[config.mk]
export PLATFORM = sky130hd
export DESIGN_NAME = key_switch_digit_accumulate_flat
export DESIGN_NICKNAME = d
export VERILOG_FILES = /design/src/rtl/kdacc_pkg.sv /design/src/rtl/kdacc_ifs.sv /design/src/rtl/key_switch_digit_accumulate.sv /design/src/rtl/kdacc_modunit.sv /design/src/rtl/kdacc_seq.sv /design/src/flat_wrapper.sv
export SDC_FILE = /design/constraint.sdc
export NUM_CORES = 1
export LEC_CHECK = 0
export BUFFER_PORTS_ARGS = -buffer_cell sky130_fd_sc_hd__buf_2
export CORE_MARGIN = 3
export CORE_UTILIZATION = 66
export CTS_BUF_LIST = sky130_fd_sc_hd__clkbuf_4
export DETAILED_ROUTE_END_ITERATION = 7
export GPL_TIMING_DRIVEN = 1
export PLACE_DENSITY_LB_ADDON = 0.05
export RECOVER_POWER = 25
export SLEW_MARGIN = 15
export SYNTH_ARGS = -nofsm -noshare
export SYNTH_HDL_FRONTEND = slang
export SYNTH_SLANG_ARGS = --single-unit
[constraint.sdc]
create_clock -name clk -period 22.8 [get_ports clk]
set_input_delay 6.84 -clock clk [delete_from_list [all_inputs] [get_ports clk]]
set_output_delay 6.84 -clock clk [all_outputs]
set_load 0.05 [all_outputs]
[src/rtl/kdacc_pkg.sv]
`timescale 1ns / 1ps
// ----------------------------------------------------------------------------
// kdacc_pkg
// Shared types and constants for the key-switching digit accumulator.
// ----------------------------------------------------------------------------

package kdacc_pkg;

  localparam int unsigned WORD_BITS_DEF  = 32;
  localparam int unsigned CFG_INDEX_BITS = 2;
  localparam int unsigned CFG_DATA_BITS  = 32;

  // Configuration register indexes
  typedef enum logic [CFG_INDEX_BITS-1:0] {
    REG_MODULUS      = 2'd0,
    REG_BARRETT_MU   = 2'd1,
    REG_MODULUS_BITS = 2'd2
  } cfg_reg_t;

  // Operations of the shared modular unit
  typedef enum logic {
    OP_SCAN,  // acc = (2*acc + bit*operand) mod q over every bit of word, MSB first
    OP_ADD    // acc = (word + operand) mod q in one step
  } unit_op_t;

  typedef struct packed {
    logic     start;
    unit_op_t op;
  } unit_ctl_t;

  typedef struct packed {
    logic busy;
    logic done;
  } unit_sts_t;

  typedef enum logic [3:0] {
    S_IDLE,
    S_RED_SB,
    S_RED_SA,
    S_RED_D,
    S_MUL_B,
    S_ADD_B,
    S_MUL_A,
    S_ADD_A,
    S_RED_C,
    S_ADD_C,
    S_EMIT
  } seq_state_t;

endpackage

[src/rtl/kdacc_ifs.sv]
`timescale 1ns / 1ps
// ----------------------------------------------------------------------------
// kdacc_ifs
// Valid/ready channels for digit beats in and coefficient results out.
// ----------------------------------------------------------------------------

interface kdacc_in_if #(
  parameter int unsigned WORD_BITS = kdacc_pkg::WORD_BITS_DEF
);
  logic                 valid;
  logic                 ready;
  logic [WORD_BITS-1:0] digit_value;
  logic [WORD_BITS-1:0] key_b_word;
  logic [WORD_BITS-1:0] key_a_word;
  logic [WORD_BITS-1:0] b_coefficient;
  logic                 last_digit;

  modport source (
    output valid, digit_value, key_b_word, key_a_word, b_coefficient, last_digit,
    input  ready
  );
  modport sink (
    input  valid, digit_value, key_b_word, key_a_word, b_coefficient, last_digit,
    output ready
  );
endinterface

interface kdacc_out_if #(
  parameter int unsigned WORD_BITS = kdacc_pkg::WORD_BITS_DEF
);
  logic                 valid;
  logic                 ready;
  logic [WORD_BITS-1:0] new_b;
  logic [WORD_BITS-1:0] new_a;

  modport source (
    output valid, new_b, new_a,
    input  ready
  );
  modport sink (
    input  valid, new_b, new_a,
    output ready
  );
endinterface

[src/rtl/key_switch_digit_accumulate.sv]
`timescale 1ns / 1ps
// ----------------------------------------------------------------------------
// key_switch_digit_accumulate
// Per-coefficient key-switching digit accumulator for one CRT tower.
// ----------------------------------------------------------------------------
// Each beat carries one digit with its two key words; the block forms digit*key
// modulo q for both key parts, exactly and fully reduced, and adds them into two
// running sums. On the beat marked last it adds the b coefficient to the first
// sum, offers (new_b, new_a) on the result channel and clears both sums. All
// arithmetic runs on one shared modular add/double unit that works one bit per
// cycle, so a new beat is taken only once the last one is through, and after
// a last digit only once its result has gone into the result register. After
// a modulus write the next beat first reduces the kept sums by the new q. A
// modulus of zero means 2^WORD_BITS. The Barrett constant and bit-length
// registers are accepted but not stored: reduction here is exact without them.
// ----------------------------------------------------------------------------

module key_switch_digit_accumulate #(
  parameter int unsigned WORD_BITS = kdacc_pkg::WORD_BITS_DEF
) (
  input  logic                                 clk,
  input  logic                                 rst,
  input  logic                                 cfg_write_en,
  input  logic [kdacc_pkg::CFG_INDEX_BITS-1:0] cfg_index,
  input  logic [kdacc_pkg::CFG_DATA_BITS-1:0]  cfg_data,
  kdacc_in_if.sink                             item,
  kdacc_out_if.source                          result
);
  import kdacc_pkg::*;

  logic [WORD_BITS-1:0] modulus;
  logic [WORD_BITS:0]   q;
  logic                 mod_write;

  logic                 res_valid;
  logic                 res_ready;
  logic [WORD_BITS-1:0] res_new_b;
  logic [WORD_BITS-1:0] res_new_a;

  logic                 out_valid;
  logic [WORD_BITS-1:0] out_new_b;
  logic [WORD_BITS-1:0] out_new_a;

  always_comb begin
    mod_write = 1'b0;
    if (cfg_write_en) begin
      unique case (cfg_index)
        REG_MODULUS: begin
          mod_write = 1'b1;
        end
        // Drop: the reduction is exact and needs neither value
        REG_BARRETT_MU, REG_MODULUS_BITS: begin
          mod_write = 1'b0;
        end
        default: begin
          mod_write = 1'b0;
        end
      endcase
    end
  end

  always_ff @(posedge clk) begin
    if (rst) begin
      modulus <= WORD_BITS'(2);
    end else if (mod_write) begin
      modulus <= cfg_data[WORD_BITS-1:0];
    end
  end

  assign q = (modulus == '0) ? {1'b1, {WORD_BITS{1'b0}}} : {1'b0, modulus};

  kdacc_seq #(
    .WORD_BITS (WORD_BITS)
  ) u_seq (
    .clk           (clk),
    .rst           (rst),
    .q             (q),
    .mod_write     (mod_write),
    .in_valid      (item.valid),
    .in_ready      (item.ready),
    .digit_value   (item.digit_value),
    .key_b_word    (item.key_b_word),
    .key_a_word    (item.key_a_word),
    .b_coefficient (item.b_coefficient),
    .last_digit    (item.last_digit),
    .res_valid     (res_valid),
    .res_ready     (res_ready),
    .res_new_b     (res_new_b),
    .res_new_a     (res_new_a)
  );

  // Output register: take a new result when empty or being drained this cycle
  assign res_ready = !out_valid || result.ready;

  always_ff @(posedge clk) begin
    if (rst) begin
      out_valid <= 1'b0;
    end else if (res_valid && res_ready) begin
      out_valid <= 1'b1;
    end else if (result.ready) begin
      out_valid <= 1'b0;
    end
  end

  always_ff @(posedge clk) begin
    if (res_valid && res_ready) begin
      out_new_b <= res_new_b;
      out_new_a <= res_new_a;
    end
  end

  assign result.valid = out_valid;
  assign result.new_b = out_new_b;
  assign result.new_a = out_new_a;

endmodule

[src/rtl/kdacc_modunit.sv]
`timescale 1ns / 1ps
// ----------------------------------------------------------------------------
// kdacc_modunit
// Shared modular add/double unit: interleaved shift-and-add multiply or
// reduction, one bit per cycle, plus a single-step modular add.
// ----------------------------------------------------------------------------

module kdacc_modunit #(
  parameter int unsigned WORD_BITS = kdacc_pkg::WORD_BITS_DEF
) (
  input  logic                  clk,
  input  logic                  rst,
  input  kdacc_pkg::unit_ctl_t  ctl,
  input  logic [WORD_BITS:0]    q,
  input  logic [WORD_BITS-1:0]  word,
  input  logic [WORD_BITS-1:0]  operand,
  output kdacc_pkg::unit_sts_t  sts,
  output logic [WORD_BITS-1:0]  result
);
  import kdacc_pkg::*;

  localparam int unsigned CNT_BITS = $clog2(WORD_BITS + 1);

  logic [WORD_BITS-1:0] acc;
  logic [WORD_BITS-1:0] scan;
  logic [CNT_BITS-1:0]  cnt;
  logic                 busy;
  logic                 done;

  logic [WORD_BITS+1:0] base;
  logic [WORD_BITS+1:0] addend;
  logic [WORD_BITS+1:0] total;
  logic [WORD_BITS+1:0] q1;
  logic [WORD_BITS+1:0] q2;
  logic [WORD_BITS+1:0] red;
  logic                 add_bit;

  // The doubled acc stays below 2q and the operand below q, so the sum is below 3q: at most two subtractions
  always_comb begin
    base    = busy ? {1'b0, acc, 1'b0} : {2'b00, word};
    add_bit = busy ? scan[WORD_BITS-1] : 1'b1;
    addend  = add_bit ? {2'b00, operand} : '0;
    total   = base + addend;
    q1      = {1'b0, q};
    q2      = {q, 1'b0};
    priority if (total >= q2) begin
      red = total - q2;
    end else if (total >= q1) begin
      red = total - q1;
    end else begin
      red = total;
    end
  end

  always_ff @(posedge clk) begin
    if (rst) begin
      busy <= 1'b0;
      done <= 1'b0;
      cnt  <= '0;
    end else begin
      done <= 1'b0;
      if (busy) begin
        cnt <= cnt - CNT_BITS'(1);
        if (cnt == CNT_BITS'(1)) begin
          busy <= 1'b0;
          done <= 1'b1;
        end
      end else if (ctl.start) begin
        if (ctl.op == OP_SCAN) begin
          busy <= 1'b1;
          cnt  <= CNT_BITS'(WORD_BITS);
        end else begin
          done <= 1'b1;
        end
      end
    end
  end

  always_ff @(posedge clk) begin
    if (busy) begin
      acc  <= red[WORD_BITS-1:0];
      scan <= {scan[WORD_BITS-2:0], 1'b0};
    end else if (ctl.start) begin
      if (ctl.op == OP_SCAN) begin
        acc  <= '0;
        scan <= word;
      end else begin
        acc <= red[WORD_BITS-1:0];
      end
    end
  end

  assign sts.busy = busy;
  assign sts.done = done;
  assign result   = acc;

`ifndef NO_ASSERTIONS
  a_done_not_busy: assert property (@(posedge clk) disable iff (rst) done |-> !busy)
    else $error("modunit: done raised while still stepping");
  a_no_start_busy: assert property (@(posedge clk) disable iff (rst) ctl.start |-> !busy)
    else $error("modunit: start issued while busy");
  a_cnt_live: assert property (@(posedge clk) disable iff (rst) busy |-> cnt != '0)
    else $error("modunit: busy with empty step count");
  a_result_reduced: assert property (@(posedge clk) disable iff (rst)
    done |-> ({1'b0, acc} < q))
    else $error("modunit: result not below modulus");
`endif

endmodule

[src/rtl/kdacc_seq.sv]
`timescale 1ns / 1ps
// ----------------------------------------------------------------------------
// kdacc_seq
// Sequencer: holds the digit beat and the two running sums and steps the
// shared modular unit through reduce, multiply and add phases.
// ----------------------------------------------------------------------------

module kdacc_seq #(
  parameter int unsigned WORD_BITS = kdacc_pkg::WORD_BITS_DEF
) (
  input  logic                 clk,
  input  logic                 rst,
  input  logic [WORD_BITS:0]   q,
  input  logic                 mod_write,
  input  logic                 in_valid,
  output logic                 in_ready,
  input  logic [WORD_BITS-1:0] digit_value,
  input  logic [WORD_BITS-1:0] key_b_word,
  input  logic [WORD_BITS-1:0] key_a_word,
  input  logic [WORD_BITS-1:0] b_coefficient,
  input  logic                 last_digit,
  output logic                 res_valid,
  input  logic                 res_ready,
  output logic [WORD_BITS-1:0] res_new_b,
  output logic [WORD_BITS-1:0] res_new_a
);
  import kdacc_pkg::*;

  seq_state_t state, state_next;

  logic [WORD_BITS-1:0] digit;
  logic [WORD_BITS-1:0] key_b;
  logic [WORD_BITS-1:0] key_a;
  logic [WORD_BITS-1:0] b_coef;
  logic                 last;
  logic [WORD_BITS-1:0] dr;
  logic [WORD_BITS-1:0] sum_b;
  logic [WORD_BITS-1:0] sum_a;
  logic                 pending;
  logic                 fresh;

  unit_ctl_t            ctl;
  unit_sts_t            sts;
  logic [WORD_BITS-1:0] word;
  logic [WORD_BITS-1:0] operand;
  logic [WORD_BITS-1:0] unit_res;
  logic [WORD_BITS-1:0] one_q;

  // 1 mod q, which is zero for a modulus of one
  assign one_q = (q == (WORD_BITS+1)'(1)) ? '0 : WORD_BITS'(1);

  kdacc_modunit #(
    .WORD_BITS (WORD_BITS)
  ) u_modunit (
    .clk     (clk),
    .rst     (rst),
    .ctl     (ctl),
    .q       (q),
    .word    (word),
    .operand (operand),
    .sts     (sts),
    .result  (unit_res)
  );

  always_ff @(posedge clk) begin
    if (rst) begin
      state <= S_IDLE;
    end else begin
      state <= state_next;
    end
  end

  always_comb begin
    state_next = state;
    ctl.start  = 1'b0;
    ctl.op     = OP_SCAN;
    word       = '0;
    operand    = one_q;
    in_ready   = 1'b0;
    res_valid  = 1'b0;
    unique case (state)
      S_IDLE: begin
        in_ready = 1'b1;
        if (in_valid) begin
          state_next = fresh ? S_RED_D : S_RED_SB;
        end
      end
      // Sums left over from an earlier modulus: bring them below the new q
      S_RED_SB: begin
        ctl.start = !pending;
        word      = sum_b;
        if (sts.done) begin
          state_next = S_RED_SA;
        end
      end
      S_RED_SA: begin
        ctl.start = !pending;
        word      = sum_a;
        if (sts.done) begin
          state_next = S_RED_D;
        end
      end
      S_RED_D: begin
        ctl.start = !pending;
        word      = digit;
        if (sts.done) begin
          state_next = S_MUL_B;
        end
      end
      S_MUL_B: begin
        ctl.start = !pending;
        word      = key_b;
        operand   = dr;
        if (sts.done) begin
          state_next = S_ADD_B;
        end
      end
      S_ADD_B: begin
        ctl.start = !pending;
        ctl.op    = OP_ADD;
        word      = unit_res;
        operand   = sum_b;
        if (sts.done) begin
          state_next = S_MUL_A;
        end
      end
      S_MUL_A: begin
        ctl.start = !pending;
        word      = key_a;
        operand   = dr;
        if (sts.done) begin
          state_next = S_ADD_A;
        end
      end
      S_ADD_A: begin
        ctl.start = !pending;
        ctl.op    = OP_ADD;
        word      = unit_res;
        operand   = sum_a;
        if (sts.done) begin
          state_next = last ? S_RED_C : S_IDLE;
        end
      end
      S_RED_C: begin
        ctl.start = !pending;
        word      = b_coef;
        if (sts.done) begin
          state_next = S_ADD_C;
        end
      end
      S_ADD_C: begin
        ctl.start = !pending;
        ctl.op    = OP_ADD;
        word      = unit_res;
        operand   = sum_b;
        if (sts.done) begin
          state_next = S_EMIT;
        end
      end
      S_EMIT: begin
        res_valid = 1'b1;
        if (res_ready) begin
          state_next = S_IDLE;
        end
      end
      default: begin
        state_next = S_IDLE;
      end
    endcase
  end

  always_ff @(posedge clk) begin
    if (rst) begin
      pending <= 1'b0;
      fresh   <= 1'b1;
      sum_b   <= '0;
      sum_a   <= '0;
    end else begin
      if (sts.done) begin
        pending <= 1'b0;
      end else if (ctl.start) begin
        pending <= 1'b1;
      end

      if (mod_write) begin
        fresh <= 1'b0;
      end else if (state == S_RED_SA && sts.done) begin
        fresh <= 1'b1;
      end

      if (sts.done && (state == S_RED_SB || state == S_ADD_B || state == S_ADD_C)) begin
        sum_b <= unit_res;
      end
      if (sts.done && (state == S_RED_SA || state == S_ADD_A)) begin
        sum_a <= unit_res;
      end
      // Result taken: start the next coefficient from zero
      if (state == S_EMIT && res_ready) begin
        sum_b <= '0;
        sum_a <= '0;
      end
    end
  end

  always_ff @(posedge clk) begin
    if (state == S_IDLE && in_valid) begin
      digit  <= digit_value;
      key_b  <= key_b_word;
      key_a  <= key_a_word;
      b_coef <= b_coefficient;
      last   <= last_digit;
    end
    if (state == S_RED_D && sts.done) begin
      dr <= unit_res;
    end
  end

  assign res_new_b = sum_b;
  assign res_new_a = sum_a;

`ifndef NO_ASSERTIONS
  a_sums_reduced: assert property (@(posedge clk) disable iff (rst)
    fresh |-> (({1'b0, sum_b} < q) && ({1'b0, sum_a} < q)))
    else $error("seq: running sum not below modulus");
  a_idle_no_pending: assert property (@(posedge clk) disable iff (rst)
    (state == S_IDLE) |-> !pending)
    else $error("seq: unit operation outstanding in idle");
  a_accept_starts: assert property (@(posedge clk) disable iff (rst)
    (in_valid && in_ready) |=> (state == S_RED_D || state == S_RED_SB))
    else $error("seq: accepted beat did not start work");
`endif

endmodule
[src/flat_wrapper.sv]
// flat-port wrapper written by rule: the top's interface ports become plain ports
module key_switch_digit_accumulate_flat import kdacc_pkg::*;
#(
  parameter int unsigned WORD_BITS = kdacc_pkg::WORD_BITS_DEF
)
  (clk, rst, cfg_write_en, cfg_index, cfg_data, item_valid, item_digit_value, item_key_b_word, item_key_a_word, item_b_coefficient, item_last_digit, item_ready, result_valid, result_new_b, result_new_a, result_ready);
  kdacc_in_if #(.WORD_BITS(WORD_BITS)) item_i ();
  kdacc_out_if #(.WORD_BITS(WORD_BITS)) result_i ();
  input  logic clk;
  input  logic rst;
  input  logic cfg_write_en;
  input  logic [kdacc_pkg::CFG_INDEX_BITS-1:0] cfg_index;
  input  logic [kdacc_pkg::CFG_DATA_BITS-1:0] cfg_data;
  input wire logic [$bits(item_i.valid)-1:0] item_valid;
  input wire logic [$bits(item_i.digit_value)-1:0] item_digit_value;
  input wire logic [$bits(item_i.key_b_word)-1:0] item_key_b_word;
  input wire logic [$bits(item_i.key_a_word)-1:0] item_key_a_word;
  input wire logic [$bits(item_i.b_coefficient)-1:0] item_b_coefficient;
  input wire logic [$bits(item_i.last_digit)-1:0] item_last_digit;
  output wire logic [$bits(item_i.ready)-1:0] item_ready;
  output wire logic [$bits(result_i.valid)-1:0] result_valid;
  output wire logic [$bits(result_i.new_b)-1:0] result_new_b;
  output wire logic [$bits(result_i.new_a)-1:0] result_new_a;
  input wire logic [$bits(result_i.ready)-1:0] result_ready;
  assign item_i.valid = item_valid;
  assign item_i.digit_value = item_digit_value;
  assign item_i.key_b_word = item_key_b_word;
  assign item_i.key_a_word = item_key_a_word;
  assign item_i.b_coefficient = item_b_coefficient;
  assign item_i.last_digit = item_last_digit;
  assign item_ready = item_i.ready;
  assign result_valid = result_i.valid;
  assign result_new_b = result_i.new_b;
  assign result_new_a = result_i.new_a;
  assign result_i.ready = result_ready;
  key_switch_digit_accumulate #(.WORD_BITS(WORD_BITS)) u_core (.clk(clk), .rst(rst), .cfg_write_en(cfg_write_en), .cfg_index(cfg_index), .cfg_data(cfg_data), .item(item_i), .result(result_i));
endmodule
==> results of run 1 <==
==> layer usage <==
| metal | global-route usage, % | up-vias |
|---|---|---|
| met5 | 0 | - |
| met2 | 55.6 | 1299 |
| met1 | 47.7 | 8598 |
| met3 | 8.66 | 177 |
| li1 | - | 8430 |
| met4 | 12.6 | 0 |
==> critical path, delay by kind of cell, from the launching register on <==
| family | cells | cell delay, ns |
|---|---|---|
| muxes | 1 | 0.10 |
| and+or+nand+nor | 9 | 1.82 |
| xor gates and xnor gates | 1 | 0.31 |
| AOI/OAI and AO/OA | 9 | 3.02 |
| DFF | 1 | 0.32 |
| adders and majority gates | 3 | 0.96 |
| buffers and inverters | 5 | 4.75 |
==> cell families (layout without fill, tap and decap cells) <==
group	Yosys count	after routing	synth area share, %
DFF	400	400	51.3
buffers and inverters	179	510	3.39
muxes	44	44	2.09
adders and majority gates	103	103	6.18
and+or+nand+nor	653	653	13.4
xor gates and xnor gates	76	76	3.14
AOI/OAI and AO/OA	661	661	20.5
other	0	1	0
==> power by group through the flow <==
stage	clock network (W)	logic, W	registers, W
3_3_place_gp	0	0.00181	0.00110
2_1_floorplan	0	0.00142	0.00106
3_5_place_dp	0	0.00184	0.00110
4_1_cts	0.000611	0.00185	0.00109
5_1_grt	0.000650	0.00205	0.00111
6_report	0.000604	0.00188	0.00110
==> through the flow <==
step / cells / cell area [µm²] / util (%)
CTS: 2849 / 24000 / 75.7
detailed placement: 2665 / 22700 / 71.7
floorplan: 2116 / 21200 / -
global placement: 2665 / 22700 / 71.7
finish: 2850 / 23900 / 75.7
global route: 2850 / 23900 / 75.7
==> registers in the layout, summed over array words and instances, names as in the netlist, 4 cells and up <==
register,flops
u_core.u_seq.b_coef,32
u_core.u_seq.dr,32
u_core.result.new_b,32
u_core.u_seq.u_modunit.scan,32
u_core.result.new_a,32
u_core.u_seq.digit,32
u_core.u_seq.u_modunit.cnt,6
u_core.u_seq.key_a,32
u_core.u_seq.key_b,32
u_core.u_seq.res_new_b,32
u_core.u_seq.res_new_a,32
u_core.u_seq.u_modunit.result,32
u_core.u_seq.state,4
u_core.modulus,32
==> synth_stat cells (32+ instances only) <==
cell type  count  area (µm²)
a21o_1        72         541
a21oi_1      228        1140
a221oi_1      34         298
a31oi_1       41         257
clkbuf_1      90         338
dfxtp_1      112        2240
edfxtp_1     288        8650
ha_1         100        1250
inv_1         68         255
mux2i_1       42         420
nand2_1      359        1350
nor2_1       125         469
o21ai_0      107         536
xnor2_1       44         385
xor2_1        32         280
==> layout make-up <==
class                   instances  area share [%]
diodes                          1          0.0104
inverters                      69            1.08
clock inverters                40           0.862
flip-flops and latches        400            45.5
multi-input cells            1537            40.4
clock buffers                 144            4.51
well taps                     402            2.10
repair buffers                257            5.54
==> worst min-delay path by stage <==
stage | from | endpoint | slack (ns) | cells after the start
finish | u_core.modulus[27] | u_core.modulus[27] | 0.47 | 2
global route | u_core.modulus[24] | u_core.modulus[24] | 0.50 | 2
CTS | u_core.modulus[17] | u_core.modulus[17] | 0.47 | 2
detailed placement | u_core.modulus[17] | u_core.modulus[17] | 0.46 | 2
global placement | u_core.u_seq.u_modunit.scan[0] | u_core.u_seq.u_modunit.scan[0] | 0.45 | 2
floorplan | u_core.u_seq.u_modunit.scan[0] | u_core.u_seq.u_modunit.scan[0] | 0.44 | 2
==> metrics.md, run 1 <==
| Metric | Value |
|---|---|
| Outcome | `complete, but fails checks` |
| Failing checks | `max-capacitance violations, max-slew violations` |
| Highest Signal Layer | `met4` |
| Drc violations | `0` |
| Worst-Margin Slew | `between 3 and 4 ns` |
| Fraction of layout cells with a size suffix above 1 | `a little under a fifth` |
| Vias per std cell | `about 6.5` |
| Congestion Overflow GR | `0` |
| Sw Pwr | `~0.0016 W` |
| Die area | `roughly 0.034 mm²` |
| Sequential element share of the synthesized area | `roughly half` |
| H-tree depth | `3` |
| Multi-input gate area | `0.00968 mm²` |
| Crit path required time | `approximately 23 ns` |
| Slowest cell delay on critical path | `~2.2 ns` |
| Placer Congestion | `0.981` |
| Maxcap violations | `6` |
| Setup TNS Final | `0 ns` |
| Flops & latches, synth | `400` |
| # hold bufs at CTS | `0` |
| Final wirelength | `62100 µm` |
| Maximum vdd drop | `0.000120 V` |
| Number of routed nets with antenna violations | `0` |
| Port Buf Inserts | `between 200 and 250` |
| Die Ht | `roughly 190 µm` |
| Core Area | `roughly 0.032 mm²` |
| Pin count of the biggest net entering global routing | `79` |
| Commonest non-fill, non-tap cells in the layout | `nand2_1, edfxtp_1, buf_2` |
| Synth warnings | `0` |
| Post-synth ARST share | `0%` |
| Fin worst setup slack | `approximately 11 ns` |
| Rows | `65` |
| Hold Fails Final Rpt | `0` |
| Clock tree sinks | `400` |
| Clock skew | `approximately 0.057 ns` |
| R2r endpoint | `u_core.u_seq.u_modunit.result[0]` |
| Setup Viol. Count Final | `0` |
| Post-synth cell types | `81` |
| Met2 Wirelength | `between 20000 and 30000 µm` |
| Critical R2R Launch | `u_core.u_seq.u_modunit.busy` |
| Post-synthesis area per instance | `approximately 10 µm²` |
| Max clock buf depth | `3` |
| Syn Nets | `between 2000 and 2500` |
| Initial antenna violation count | `1` |
| Clock share of power | `~17%` |
| R2R depth | `28` |
| Fmax | `0.0866 GHz` |
| Vias in the first global route | `approximately 17000` |
| EDFF count, synth | `~290` |
| Routed met3 length | `around 8000 µm` |
| Final nets | `2637` |
| Layout area overhead | `12.9%` |
| Critical-path top delay cell | `clkbuf_1` |
| WHS | `between 0.4 and 0.5 ns` |
| Leak | `approximately 9.4 nW` |
| Crit path from | `u_core.u_seq.u_modunit.busy` |
| CP Max Fanout | `approximately 70` |
| DR vias | `roughly 19000` |
| Period minus WS final | `between 10 and 15 ns` |
| Die width | `between 150 and 200 µm` |
| Nature of the critical path endpoint | `register` |
| PD cells | `~150 mW/mm²` |
| Worst slack at placement | `13.57 ns` |
| Unrepaired setup endpoints after global routing | `no` |
| Main flop type after synthesis | `edfxtp_1` |
| Starting Density | `67.1%` |
| CP Launch Type | `register` |
| Iteration-0 DRC Markers | `2524` |
| Cell area after synthesis | `between 0.02 and 0.025 mm²` |
| Worst-skew pair later-pin latency | `approximately 0.83 ns` |
| Slew HR | `-107%` |
| Fill cells | `roughly 2200` |
| Worst R2R Setup Slack | `11.26 ns` |
| First-pass DRT Iterations | `6` |
| Worst EP arrival | `around 12 ns` |
| I/O pin count | `roughly 230` |
| Sequential share of power | `between 30% and 40%` |
| Tot GR Track Use | `35.2%` |
| Worst-path clk slew | `roughly 0.07 ns` |
| DR WL/cell | `around 22 µm` |
| Critical path class | `reg2reg` |
| First-pass GRT wire length | `between 90000 and 100000 µm` |
| Post-Synthesis Cells | `2116` |
| Post-cts sizing count | `0` |
| Cell Int Power | `~0.0020 W` |
| Crit path to | `u_core.u_seq.u_modunit.result[0]` |
| CTS tree | `yes` |
| DP HPWL | `43900 µm` |
| Slew Limit Fails | `239` |
| Register area | `0.0109 mm²` |
| Post-CTS setup repair buffer count | `0` |
| Commonest non-fill, non-tap cell in the layout | `nand2_1` |
| Tot Pwr | `approximately 0.0036 W` |
| Fin crit share | `50.6%` |
| Switching share of power | `44.9%` |
| Hold/Removal Path Class | `reg2reg` |
| Met1 WL | `23800 µm` |
| Root buf cell | `clkbuf_4` |
| CTS buffer count | `between 100 and 150` |
| Comb power frac | `a little over half` |
(Power assumes the default switching activity.)
==> run 2, diff against run 1 <==
--- a/config.mk
+++ b/config.mk
@@ -7,7 +7,7 @@
 export LEC_CHECK = 0
 export BUFFER_PORTS_ARGS = -buffer_cell sky130_fd_sc_hd__buf_2
 export CORE_MARGIN = 3
-export CORE_UTILIZATION = 66
+export CORE_UTILIZATION = 55
 export CTS_BUF_LIST = sky130_fd_sc_hd__clkbuf_4
 export DETAILED_ROUTE_END_ITERATION = 7
 export GPL_TIMING_DRIVEN = 1
==> constraint.sdc (replaced) <==
create_clock -name clk -period 10.6 [get_ports clk]
set_input_delay 3.18 -clock clk [delete_from_list [all_inputs] [get_ports clk]]
set_output_delay 3.18 -clock clk [all_outputs]
set_load 0.05 [all_outputs]
==> metrics.md, run 2 (synthesis results as in run 1) <==
| Metric | Value |
|---|---|
| Congestion Overflow GR | `0 (unchanged)` |
| Worst-skew pair later-pin latency | `0.84 ns (about the same)` |
| DR WL/cell | `22.1 µm (+1.6%)` |
| Maxcap violations | `1 (-5)` |
| Fraction of layout cells with a size suffix above 1 | `19.3% (+0.99 points)` |
| Period minus WS final | `8.89 ns (-2.65 ns)` |
| Leak | `9.48 nW (+0.84%)` |
| I/O pin count | `234 (unchanged)` |
| Post-cts sizing count | `0 (unchanged)` |
| CTS buffer count | `101 (unchanged)` |
| Setup Viol. Count Final | `0 (unchanged)` |
| Sequential share of power | `30.0% (-0.8 points)` |
| CP Max Fanout | `38 (-46%)` |
| Fmax | `0.112 GHz (+30%)` |
| DR vias | `18200 (-1.6%)` |
| Die Ht | `202 µm (+9.2%)` |
| Clock share of power | `17.2% (+0.4 points)` |
| Initial antenna violation count | `1 (unchanged)` |
| Placer Congestion | `0.968 (-1.3%)` |
| R2r endpoint | `u_core.u_seq.u_modunit.result[0]` |
| Vias per std cell | `6.15 (-5.3%)` |
| DP HPWL | `47000 µm (+7.1%)` |
| Root buf cell | `clkbuf_4` |
| Fill cells | `3199 (+46%)` |
| Slowest cell delay on critical path | `0.97 ns (-1.20 ns)` |
| Worst R2R Setup Slack | `1.71 ns (-9.55 ns)` |
| Slew HR | `-11.9% (+95 points)` |
| CP Launch Type | `register` |
| Critical-path top delay cell | `a21oi_2` |
| Worst hold path endpoint | `u_core.result.new_a[17]` |
| Final nets | `2636 (-0.038%)` |
| Nature of the critical path endpoint | `register` |
| Unrepaired setup endpoints after global routing | `no` |
| Worst EP arrival | `9.43 ns (-2.69 ns)` |
| R2R depth | `27 (-3.6%)` |
| H-tree depth | `3 (unchanged)` |
| Hold Path Origin | `u_core.u_seq.res_new_a[17]` |
| Vias in the first global route | `17400 (-0.42%)` |
| Die area | `0.0410 mm² (+19%)` |
| Comb power frac | `52.7% (+0.3 points)` |
| Sw Pwr | `0.00357 W (+120%)` |
| Hold Fails Final Rpt | `0 (unchanged)` |
| Post-CTS setup repair buffer count | `0 (unchanged)` |
| Crit path required time | `11.14 ns (-12.24 ns)` |
| Core Area | `0.0378 mm² (+20%)` |
| Setup TNS Final | `0 ns (unchanged)` |
| Commonest non-fill, non-tap cells in the layout | `nand2_1, edfxtp_1, buf_2` |
| Starting Density | `56.1% (-11 points)` |
| Hold Path Stages | `0 (-2)` |
| Final wirelength | `65600 µm (+5.6%)` |
| Fin cells | `2963 (+4.0%)` |
| Tot GR Track Use | `31.2% (-3.9 points)` |
| First-pass DRT Iterations | `7 (+1)` |
| Port Buf Inserts | `233 (unchanged)` |
| Clock skew | `0.0671 ns (+0.00975 ns)` |
| Worst-path clk slew | `0.07 ns (about the same)` |
| Dpl cells | `2773 (+4.1%)` |
| Switching share of power | `45.4% (+0.42 points)` |
| Max clock buf depth | `3 (unchanged)` |
| Fin crit share | `83.9% (+33 points)` |
| # hold bufs at CTS | `0 (unchanged)` |
| Layout area overhead | `13.9%` |
| Cell Int Power | `0.00430 W (+120%)` |
| Rows | `71 (+9.2%)` |
| Commonest non-fill, non-tap cell in the layout | `nand2_1` |
| First-pass GRT wire length | `99800 µm (+5.8%)` |
| Pin count of the biggest net entering global routing | `77 (-2.5%)` |
| Critical R2R Launch | `u_core.u_seq.state[3]` |
| Worst-Margin Slew | `1.68 ns (-1.42 ns)` |
| PD cells | `325 mW/mm² (+120%)` |
| Tot Pwr | `0.00787 W (+120%)` |
| Finished Core Util | `63.9% (-12 points)` |
| CTS tree | `yes` |
| Drc violations | `0 (unchanged)` |
| Number of routed nets with antenna violations | `0 (unchanged)` |
| Outcome | `complete, but fails checks` |
| Maximum vdd drop | `0.000234 V (+95%)` |
| Failing checks | `max-capacitance violations, max-slew violations` |
| Hold/Removal Path Class | `reg2reg` |
| Slew Limit Fails | `34 (-86%)` |
| Iteration-0 DRC Markers | `2320 (-8.1%)` |
| Critical path class | `reg2reg` |
| Die width | `202 µm (+9.2%)` |
| Clock tree sinks | `400 (unchanged)` |
==> run 2: changes by cell type in the layout (fill, tap and decap cells not counted), moves of 3 or more <==
cell | previous run | this run
clkbuf_4 | 144 | 162
clkbuf_1 | 5 | 1
buf_4 | 19 | 22
clkinv_1 | 31 | 17
==> run 2: routing by layer <==
| layer | up-vias | wire length (µm) | GRT usage [%] |
|---|---|---|---|
| li1 | 8422 | - | - |
| met1 | 8570 | 28000 | 45.1 |
| met2 | 1064 | 28500 | 46.8 |
| met3 | 158 | 6920 | 6.67 |
| met4 | 0 | 2210 | 11.4 |
| met5 | - | 0 | 0 |
==> run 2: worst max path at each step <==
stage | endpoint | cells after the start | slack [ns] | startpoint
6_report | u_core.u_seq.u_modunit.result[0] | 27 | 1.71 | u_core.u_seq.state[3]
3_3_place_gp | u_core.u_seq.u_modunit.result[0] | 28 | 2.27 | u_core.u_seq.state[2]
4_1_cts | u_core.u_seq.u_modunit.result[0] | 27 | 1.98 | u_core.u_seq.state[3]
3_5_place_dp | u_core.u_seq.u_modunit.result[0] | 27 | 2.05 | u_core.u_seq.state[3]
2_1_floorplan | u_core.u_seq.res_new_b[10] | 6 | 1.36 | result_ready
5_1_grt | u_core.u_seq.u_modunit.result[0] | 28 | 1.37 | u_core.u_seq.state[2]
==> run 2: per-stage QoR <==
| step | area (µm²) | hold WS [ns] | setup WS [ns] |
|---|---|---|---|
| 6_report | 24200 | 0.459 | 1.71 |
| 4_1_cts | 24200 | 0.437 | 1.98 |
| 5_1_grt | 24200 | 0.471 | 1.37 |
| 3_3_place_gp | 22800 | 0.452 | 2.27 |
| 2_1_floorplan | 21200 | 0.436 | 1.36 |
| 3_5_place_dp | 22800 | 0.464 | 2.05 |
==> run 2: power by group through the flow <==
stage	clock network [W]	logic [W]	registers [W]
CTS	0.00138	0.00409	0.00234
global route	0.00146	0.00450	0.00238
finish	0.00136	0.00415	0.00236
detailed placement	0	0.00408	0.00237
floorplan	0	0.00306	0.00228
global placement	0	0.00405	0.00237
==> run 2: critical path: cells and delay by family (launching register included) <==
| family | cells | cell delay [ns] |
|---|---|---|
| compound gates | 10 | 3.40 |
| simple gates | 9 | 1.86 |
| fa+ha+maj | 3 | 1.22 |
| buf+inv | 3 | 0.92 |
| xor+xnor | 1 | 0.63 |
| flops | 1 | 0.45 |
| mux | 1 | 0.10 |
==> run 2: cell type report <==
class / instances / area (µm²) / share of cell area, %
Inverter: 69 / 259 / 1.07
Antenna cell: 1 / 2.50 / 0.0104
Timing Repair Buffer: 256 / 1340 / 5.52
Tap cell: 511 / 639 / 2.64
Multi-Input combinational cell: 1537 / 9690 / 40.1
Clock inverter: 27 / 138 / 0.569
Clock buffer: 162 / 1220 / 5.03
Sequential cell: 400 / 10900 / 45.1
